[config.mk]
export PLATFORM = sky130hd
export DESIGN_NAME = lpcm_sample_group_repacker
export DESIGN_NICKNAME = d
export VERILOG_FILES = /design/src/rtl/lsgr_pkg.sv /design/src/rtl/lsgr_collector.sv /design/src/rtl/lsgr_emitter.sv /design/src/rtl/lpcm_sample_group_repacker.sv
export SDC_FILE = /design/constraint.sdc
export NUM_CORES = 1
export LEC_CHECK = 0
export BUFFER_PORTS_ARGS = -buffer_cell sky130_fd_sc_hd__buf_4
export CORE_ASPECT_RATIO = 1.4
export CORE_UTILIZATION = 40
export CTS_CLUSTER_DIAMETER = 100
export DETAILED_ROUTE_END_ITERATION = 12
export GPL_TIMING_DRIVEN = 0
export SLEW_MARGIN = 20
export SYNTH_ARGS = -nofsm -noshare
export SYNTH_HDL_FRONTEND = slang
export SYNTH_SLANG_ARGS = --single-unit
[constraint.sdc]
create_clock -name clock -period 5 [get_ports clock]
set_clock_uncertainty 0.05 [all_clocks]
set_input_delay 0 -clock clock [delete_from_list [all_inputs] [get_ports clock]]
set_output_delay 0 -clock clock [all_outputs]
set_load 0.05 [all_outputs]
[src/rtl/lsgr_pkg.sv]
// shared types and constants for the lpcm sample group repacker
`default_nettype none
package lsgr_pkg;

   localparam int unsigned BYTE_W      = 8;
   localparam int unsigned GROUP20_LEN = 10;
   localparam int unsigned GROUP24_LEN = 12;
   localparam int unsigned STORE_DEPTH = 12;
   localparam int unsigned POS_W       = $clog2(STORE_DEPTH + 1);
   localparam int unsigned CNT_W       = $clog2(STORE_DEPTH + 1);

   localparam logic [BYTE_W-1:0] HI_NIBBLE = 8'hf0;
   localparam logic [BYTE_W-1:0] LO_NIBBLE = 8'h0f;

   typedef enum logic [1:0] {
      MODE_16 = 2'd0,
      MODE_20 = 2'd1,
      MODE_24 = 2'd2
   } mode_type;

   typedef logic [BYTE_W-1:0] byte_type;

   // one load into the output buffer: a whole group or a single byte
   typedef struct packed {
      logic                          load;
      logic                          single;
      logic [STORE_DEPTH-1:0][BYTE_W-1:0] bytes;
   } load_type;

endpackage
`default_nettype wire

[src/rtl/lsgr_collector.sv]
// input register file, group position and sample group reordering
`default_nettype none
module lsgr_collector (
   input  wire logic                   clock,
   input  wire logic                   reset,
   input  wire logic                   csr_valid,
   input  wire logic [1:0]             csr_data,
   input  wire logic                   req_tvalid,
   output logic                        req_tready,
   input  wire logic [7:0]             req_tdata,
   input  wire logic                   req_tlast,
   input  wire logic                   can_load,
   output lsgr_pkg::load_type          load_out,
   output lsgr_pkg::mode_type          mode_out
);
   import lsgr_pkg::*;

   mode_type                      mode_ff, mode_in;
   logic [POS_W-1:0]              pos_ff, pos_in;
   byte_type                      store_ff [STORE_DEPTH];
   byte_type                      s [STORE_DEPTH];
   logic                          grouped;
   logic                          completes;
   logic                          accept;
   logic [POS_W-1:0]              last_pos;

   always_comb begin
      grouped  = 1'b0;
      last_pos = POS_W'(GROUP20_LEN - 1);
      case (mode_ff)
         MODE_20: begin
            grouped  = 1'b1;
            last_pos = POS_W'(GROUP20_LEN - 1);
         end
         MODE_24: begin
            grouped  = 1'b1;
            last_pos = POS_W'(GROUP24_LEN - 1);
         end
         default: begin
            grouped  = 1'b0;
            last_pos = POS_W'(GROUP20_LEN - 1);
         end
      endcase
   end

   assign completes = grouped && (pos_ff == last_pos);

   always_comb begin
      case (mode_ff)
         MODE_16:          req_tready = can_load;
         MODE_20, MODE_24: req_tready = !completes || can_load;
         default:          req_tready = 1'b1;
      endcase
   end

   assign accept = req_tvalid && req_tready;

   // group view with the incoming byte in its final place
   always_comb begin
      for (int i = 0; i < STORE_DEPTH; i++) begin
         s[i] = store_ff[i];
      end
      if (mode_ff == MODE_20) begin
         s[GROUP20_LEN-1] = req_tdata;
      end else begin
         s[GROUP24_LEN-1] = req_tdata;
      end
   end

   always_comb begin
      load_out.load   = accept && ((mode_ff == MODE_16) || completes);
      load_out.single = (mode_ff == MODE_16);
      load_out.bytes  = '0;
      case (mode_ff)
         MODE_16: begin
            load_out.bytes[0] = req_tdata;
         end
         MODE_20: begin
            load_out.bytes[0]  = s[0];
            load_out.bytes[1]  = s[1];
            load_out.bytes[2]  = s[8] & HI_NIBBLE;
            load_out.bytes[3]  = s[2];
            load_out.bytes[4]  = s[3];
            load_out.bytes[5]  = (s[8] & LO_NIBBLE) << 4;
            load_out.bytes[6]  = s[4];
            load_out.bytes[7]  = s[5];
            load_out.bytes[8]  = s[9] & HI_NIBBLE;
            load_out.bytes[9]  = s[6];
            load_out.bytes[10] = s[7];
            load_out.bytes[11] = (s[9] & LO_NIBBLE) << 4;
         end
         default: begin
            load_out.bytes[0]  = s[0];
            load_out.bytes[1]  = s[1];
            load_out.bytes[2]  = s[8];
            load_out.bytes[3]  = s[2];
            load_out.bytes[4]  = s[3];
            load_out.bytes[5]  = s[9];
            load_out.bytes[6]  = s[4];
            load_out.bytes[7]  = s[5];
            load_out.bytes[8]  = s[10];
            load_out.bytes[9]  = s[6];
            load_out.bytes[10] = s[7];
            load_out.bytes[11] = s[11];
         end
      endcase
   end

   always_comb begin
      mode_in = mode_ff;
      pos_in  = pos_ff;
      if (csr_valid) begin
         mode_in = mode_type'(csr_data);
         pos_in  = '0;
      end else if (accept) begin
         if (!grouped || completes || req_tlast) begin
            pos_in = '0;
         end else begin
            pos_in = pos_ff + POS_W'(1);
         end
      end
   end

   always_ff @(posedge clock) begin
      if (reset) begin
         mode_ff <= MODE_16;
         pos_ff  <= '0;
      end else begin
         mode_ff <= mode_in;
         pos_ff  <= pos_in;
      end
   end

   // group store, no reset
   always_ff @(posedge clock) begin
      if (accept && grouped) begin
         store_ff[pos_ff] <= req_tdata;
      end
   end

   assign mode_out = mode_ff;

endmodule
`default_nettype wire

[src/rtl/lsgr_emitter.sv]
// output byte buffer that shifts out one byte per transfer
`default_nettype none
module lsgr_emitter (
   input  wire logic                   clock,
   input  wire logic                   reset,
   input  wire lsgr_pkg::load_type     load_in,
   output logic                        can_load,
   output logic                        rsp_tvalid,
   input  wire logic                   rsp_tready,
   output logic [7:0]                  rsp_tdata,
   output logic                        rsp_tlast
);
   import lsgr_pkg::*;

   byte_type            buf_ff [STORE_DEPTH];
   byte_type            buf_in [STORE_DEPTH];
   logic [CNT_W-1:0]    cnt_ff, cnt_in;
   logic                take;

   assign rsp_tvalid = (cnt_ff != '0);
   assign rsp_tlast  = (cnt_ff == CNT_W'(1));
   assign rsp_tdata  = buf_ff[0];
   assign take       = rsp_tvalid && rsp_tready;
   assign can_load   = (cnt_ff == '0) || (rsp_tlast && rsp_tready);

   always_comb begin
      cnt_in = cnt_ff;
      for (int i = 0; i < STORE_DEPTH; i++) begin
         buf_in[i] = buf_ff[i];
      end
      if (load_in.load) begin
         for (int i = 0; i < STORE_DEPTH; i++) begin
            buf_in[i] = load_in.bytes[i];
         end
         cnt_in = load_in.single ? CNT_W'(1) : CNT_W'(STORE_DEPTH);
      end else if (take) begin
         for (int i = 0; i < STORE_DEPTH - 1; i++) begin
            buf_in[i] = buf_ff[i+1];
         end
         cnt_in = cnt_ff - CNT_W'(1);
      end
   end

   always_ff @(posedge clock) begin
      if (reset) begin
         cnt_ff <= '0;
      end else begin
         cnt_ff <= cnt_in;
      end
   end

   always_ff @(posedge clock) begin
      for (int i = 0; i < STORE_DEPTH; i++) begin
         buf_ff[i] <= buf_in[i];
      end
   end

endmodule
`default_nettype wire

[src/rtl/lpcm_sample_group_repacker.sv]
// top level of the lpcm sample group repacker
//
// channel  direction  handshake                 payload
// req      in         req_tvalid / req_tready   tdata data_byte, tlast frame_end
// rsp      out        rsp_tvalid / rsp_tready   tdata out_byte, tlast run_last
// csr      in         csr_valid / csr_ready     csr_data sample_width_mode
//
// one input byte per cycle is taken while no load waits on the buffer; a finished group
// loads a 12 byte buffer in the same cycle and the buffer gives one byte per transfer
// the completing byte of a group waits until the buffer is empty or its last byte is taken
// 16-bit mode passes one byte per cycle through the same buffer while the output accepts
// reset clears the mode to 16-bit, the group position and the buffer count
`default_nettype none
module lpcm_sample_group_repacker (
   input  wire logic        clock,
   input  wire logic        reset,
   input  wire logic        req_tvalid,
   output logic             req_tready,
   input  wire logic [7:0]  req_tdata,   // [7:0] data_byte
   input  wire logic        req_tlast,   // frame_end
   output logic             rsp_tvalid,
   input  wire logic        rsp_tready,
   output logic [7:0]       rsp_tdata,   // [7:0] out_byte
   output logic             rsp_tlast,   // run_last
   input  wire logic        csr_valid,
   output logic             csr_ready,
   input  wire logic [1:0]  csr_data     // [1:0] sample_width_mode
);
   import lsgr_pkg::*;

   load_type  load_ev;
   mode_type  mode;
   logic      can_load;

   assign csr_ready = 1'b1;

   lsgr_collector u_collector (
      .clock      (clock),
      .reset      (reset),
      .csr_valid  (csr_valid && csr_ready),
      .csr_data   (csr_data),
      .req_tvalid (req_tvalid),
      .req_tready (req_tready),
      .req_tdata  (req_tdata),
      .req_tlast  (req_tlast),
      .can_load   (can_load),
      .load_out   (load_ev),
      .mode_out   (mode)
   );

   lsgr_emitter u_emitter (
      .clock      (clock),
      .reset      (reset),
      .load_in    (load_ev),
      .can_load   (can_load),
      .rsp_tvalid (rsp_tvalid),
      .rsp_tready (rsp_tready),
      .rsp_tdata  (rsp_tdata),
      .rsp_tlast  (rsp_tlast)
   );

   a_load_shows: assert property (@(posedge clock) disable iff (reset)
      load_ev.load |=> rsp_tvalid)
      else $error("loaded buffer not presented");

   a_stall_busy: assert property (@(posedge clock) disable iff (reset)
      !req_tready |-> rsp_tvalid)
      else $error("input stalled with empty buffer");

   a_unused_mode: assert property (@(posedge clock) disable iff (reset)
      (mode != MODE_16 && mode != MODE_20 && mode != MODE_24) |-> !load_ev.load)
      else $error("unused mode produced output");

   a_load_free: assert property (@(posedge clock) disable iff (reset)
      load_ev.load |-> can_load)
      else $error("buffer overwritten");

endmodule
`default_nettype wire

==> impl_metrics.yaml <==
setup_path:
  critical_path_class: "reg2reg"
  crit_path_start_kind: "flop"
  cp_top_family: "buffers and inverters"
  r2r_slack_ns: 1.32
  worst-path-max-fanout: 46
  cp.arrival_ns: 3.74
  cp-end-kind: "flop"
  worst-path-buf-inv: 5
  path_cells: "inv_1, ha_1, buf_2, nor2_1, o41ai_4, o221a_1, buf_6, buf_4, or2_4, buf_16"
  crit_path_max_incr_delay_ns: 0.62
  cpMaxStageDelayCell: "dfxtp_1"
  cp.required_ns: 5.06
cts:
  post_cts_resized: 0
  clock_latency_ns: 0.43
  ctsHtreeMaxLevel: 4
  cts_made_buffers: 17
  clockBufferDepth: 2
  cts_root_buf: "clkbuf_16"
  cts_setup_buffers: 0
  cts_tree: "done"
  cts_sinks: 194
  cts.clk_slew.worst_paths_ns: 0.07
die:
  rows: 61
  die_height_um: 172
  die_w_um: 123
  start_util: 0.412
  io_pins: 28
  die_area_sq_um: 21200
  coreArea_sq_um: 20100
final_layout:
  diodes: 0
  syn_to_final_growth_pct: 16.7
  final_nets: 691
  layout.core_utilization: 0.480
  layout-drive-gt1-share: 0.162
  fillers: 1752
yosys:
  synth_top_area_share: 0.669
  yosysMostFrequentCell: "edfxtp_1"
  ys_seq_area_frac: 0.693
  synth_edf_count: 184
  syn_avg_cell_area_sq_um: 13.9
  ys_ff_latch: 194
  syn-num-nets: 621
  postSynthCellCount: 595
  synth_cell_types: 45
  synthTopCellsByArea: "edfxtp_1 67%, mux2i_1 9.0%, nand2_1 3.9%, inv_1 3.6%, dfxtp_1 2.4%"
  synth_top_cell_by_area: "edfxtp_1"
  async_flop_share: 0
  synth_common_cells: "184 x edfxtp_1, 86 x nand2_1, 80 x inv_1"
  synth_area_sq_um: 8260
  yosysWarnings: 0
  synth_flop_cell: "edfxtp_1"
global_routing:
  grt_use_met2: 0.296
  met3_usage: 0.0267
  grt_pass1_wl_um: 25400
  grt_usage: 0.165
  antenna_found_initial: 0
  grt_start_max_net_pins: 47
  busiest_layer: "met2"
  overflow: 0
  grtUsageMet1: 0.197
  first_global_vias: 4714
routing:
  num_vias: 4640
  wirelength_um: 16400
  avgRoutedWirePerCell_um: 17.7
  drc: 0
  drtIter0Drc: 283
  postRouteAntennaNets: 0
  via_per_inst: 4.99
  dr.pass1.iters: 5
sta:
  timing.final.crit_share: 0.736
  finalMaxSlewViolations: 0
  finalSetupViolations: 0
  rsz0062_at_grt: "false"
  relSlewSlack: 0.485
  post-route-min-period_ns: 3.68
  fmax_mhz: 272
  worstMarginPinSlew_ns: 0.768
  hold_viol: 0
pwr:
  ir_drop_mv: 0.328
  power.total_mw: 4.85
  leakage_nw: 3.55
  power_density_nw_per_um2: 503
placed_design:
  io_buffers: 24
  dp_hpwl_um: 10800
  gp_congestion: 0.825
min_path:
  hold_class: "in2reg"
run:
  drv_cap: 0
outcome:
  outcome: "finished clean"
## cells by family (layout without fill, tap and decap cells)
kind of cell / after synthesis / after routing / synth area share
muxes: 82 / 82 / 0.101
xor gates and xnor gates: 2 / 2 / 0.00212
DFF: 194 / 194 / 0.693
adders and majority gates: 10 / 10 / 0.0151
buffers and inverters: 119 / 202 / 0.0642
AOI/OAI and AO/OA: 48 / 48 / 0.0494
and+or+nand+nor: 139 / 139 / 0.0751
other: 1 / 1 / 0.000454
## layout by cell type, fill, tap and decap left out, drive strengths merged, types with 2 or more instances in the layout
master,instances
or2,2
nor2,15
clkinvlp,3
a31o,2
edfxtp,184
dfxtp,10
o221a,9
clkbuf,34
a221oi,2
nor3,10
nand2b,7
nand4,2
nor4,4
ha,10
clkinv,3
a21oi,5
o21ai,14
nand2,86
inv,88
mux2,8
nand3,2
and2,5
a22o,9
buf,52
mux2i,74
dlygate4sd3,22
## routing by layer
layer / vias to the layer above / share of wire
met2: 83 / 0.54
li1: 2218 / -
met3: 9 / 0.038
met4: 0 / 0.0085
met1: 2330 / 0.41
met5: - / 0
## power breakdown
part | leakage (nW) | internal, mW | total (mW) | switching, mW
clock network | 0.261 | 0.654 | 1.28 | 0.628
logic | 1.48 | 0.440 | 1.18 | 0.740
registers | 1.81 | 2.28 | 2.39 | 0.102
total | 3.55 | 3.38 | 4.85 | 1.47
## final timing paths
path                                                     endpoint  depth (start not counted)                                 start
worst max-delay path            u_emitter.buf_ff[1][24]$_DFFE_PP_                         10  u_collector.mode_out[1]$_SDFFE_PP0P_
worst min-delay path             u_emitter.cnt_ff[3]$_SDFFE_PP0P_                          3                            req_tvalid
worst max register to register  u_emitter.buf_ff[1][24]$_DFFE_PP_                         10  u_collector.mode_out[1]$_SDFFE_PP0P_
worst min register to register   u_emitter.buf_ff[2][7]$_DFFE_PP_                          1     u_emitter.buf_ff[2][15]$_DFFE_PP_
## flip-flops by register name, indices dropped and copies added (netlist names)
register,flops
u_emitter.buf_ff,96
u_collector.store_ff,88
u_collector.pos_ff,4
u_emitter.cnt_ff,4
u_collector.mode_out,2
## metrics by stage
step	TNS (ns)	instances	hold WS, ns	cell area [sq um]	worst slack [ns]
5_1_grt	0	930	0.0790	9640	1.13
2_1_floorplan	0	595	0.0489	8260	0.666
3_5_place_dp	0	876	0.203	8870	1.28
4_1_cts	0	930	0.0419	9640	1.25
6_report	0	930	0.0623	9640	1.32
3_3_place_gp	-65.44	871	0.186	8760	-0.754
## layout make-up
cell class,count,area (sq um),area share
multi-input combinational,282,2070,0.215
tap,252,315,0.0327
clock buffer,18,429,0.0445
buffer,39,230,0.0239
sequential,194,5730,0.594
inverter,80,300,0.0312
timing repair buffer,51,450,0.0467
clock inverter,14,119,0.0123
## worst reg2reg max path, delay by kind of cell, from the launching register on
| kind | cells | cell delay, ns |
|---|---|---|
| fa+ha+maj | 1 | 0.30 |
| flops | 1 | 0.62 |
| simple gates | 2 | 0.67 |
| compound gates | 2 | 0.65 |
| buf+inv | 5 | 1.04 |
## repair_timing
action                                 CTS  global route
hold buffers                            22             0
endpoints found under the hold margin  103             0
setup endpoints to repair                0             0
(Power assumes the default switching activity.)
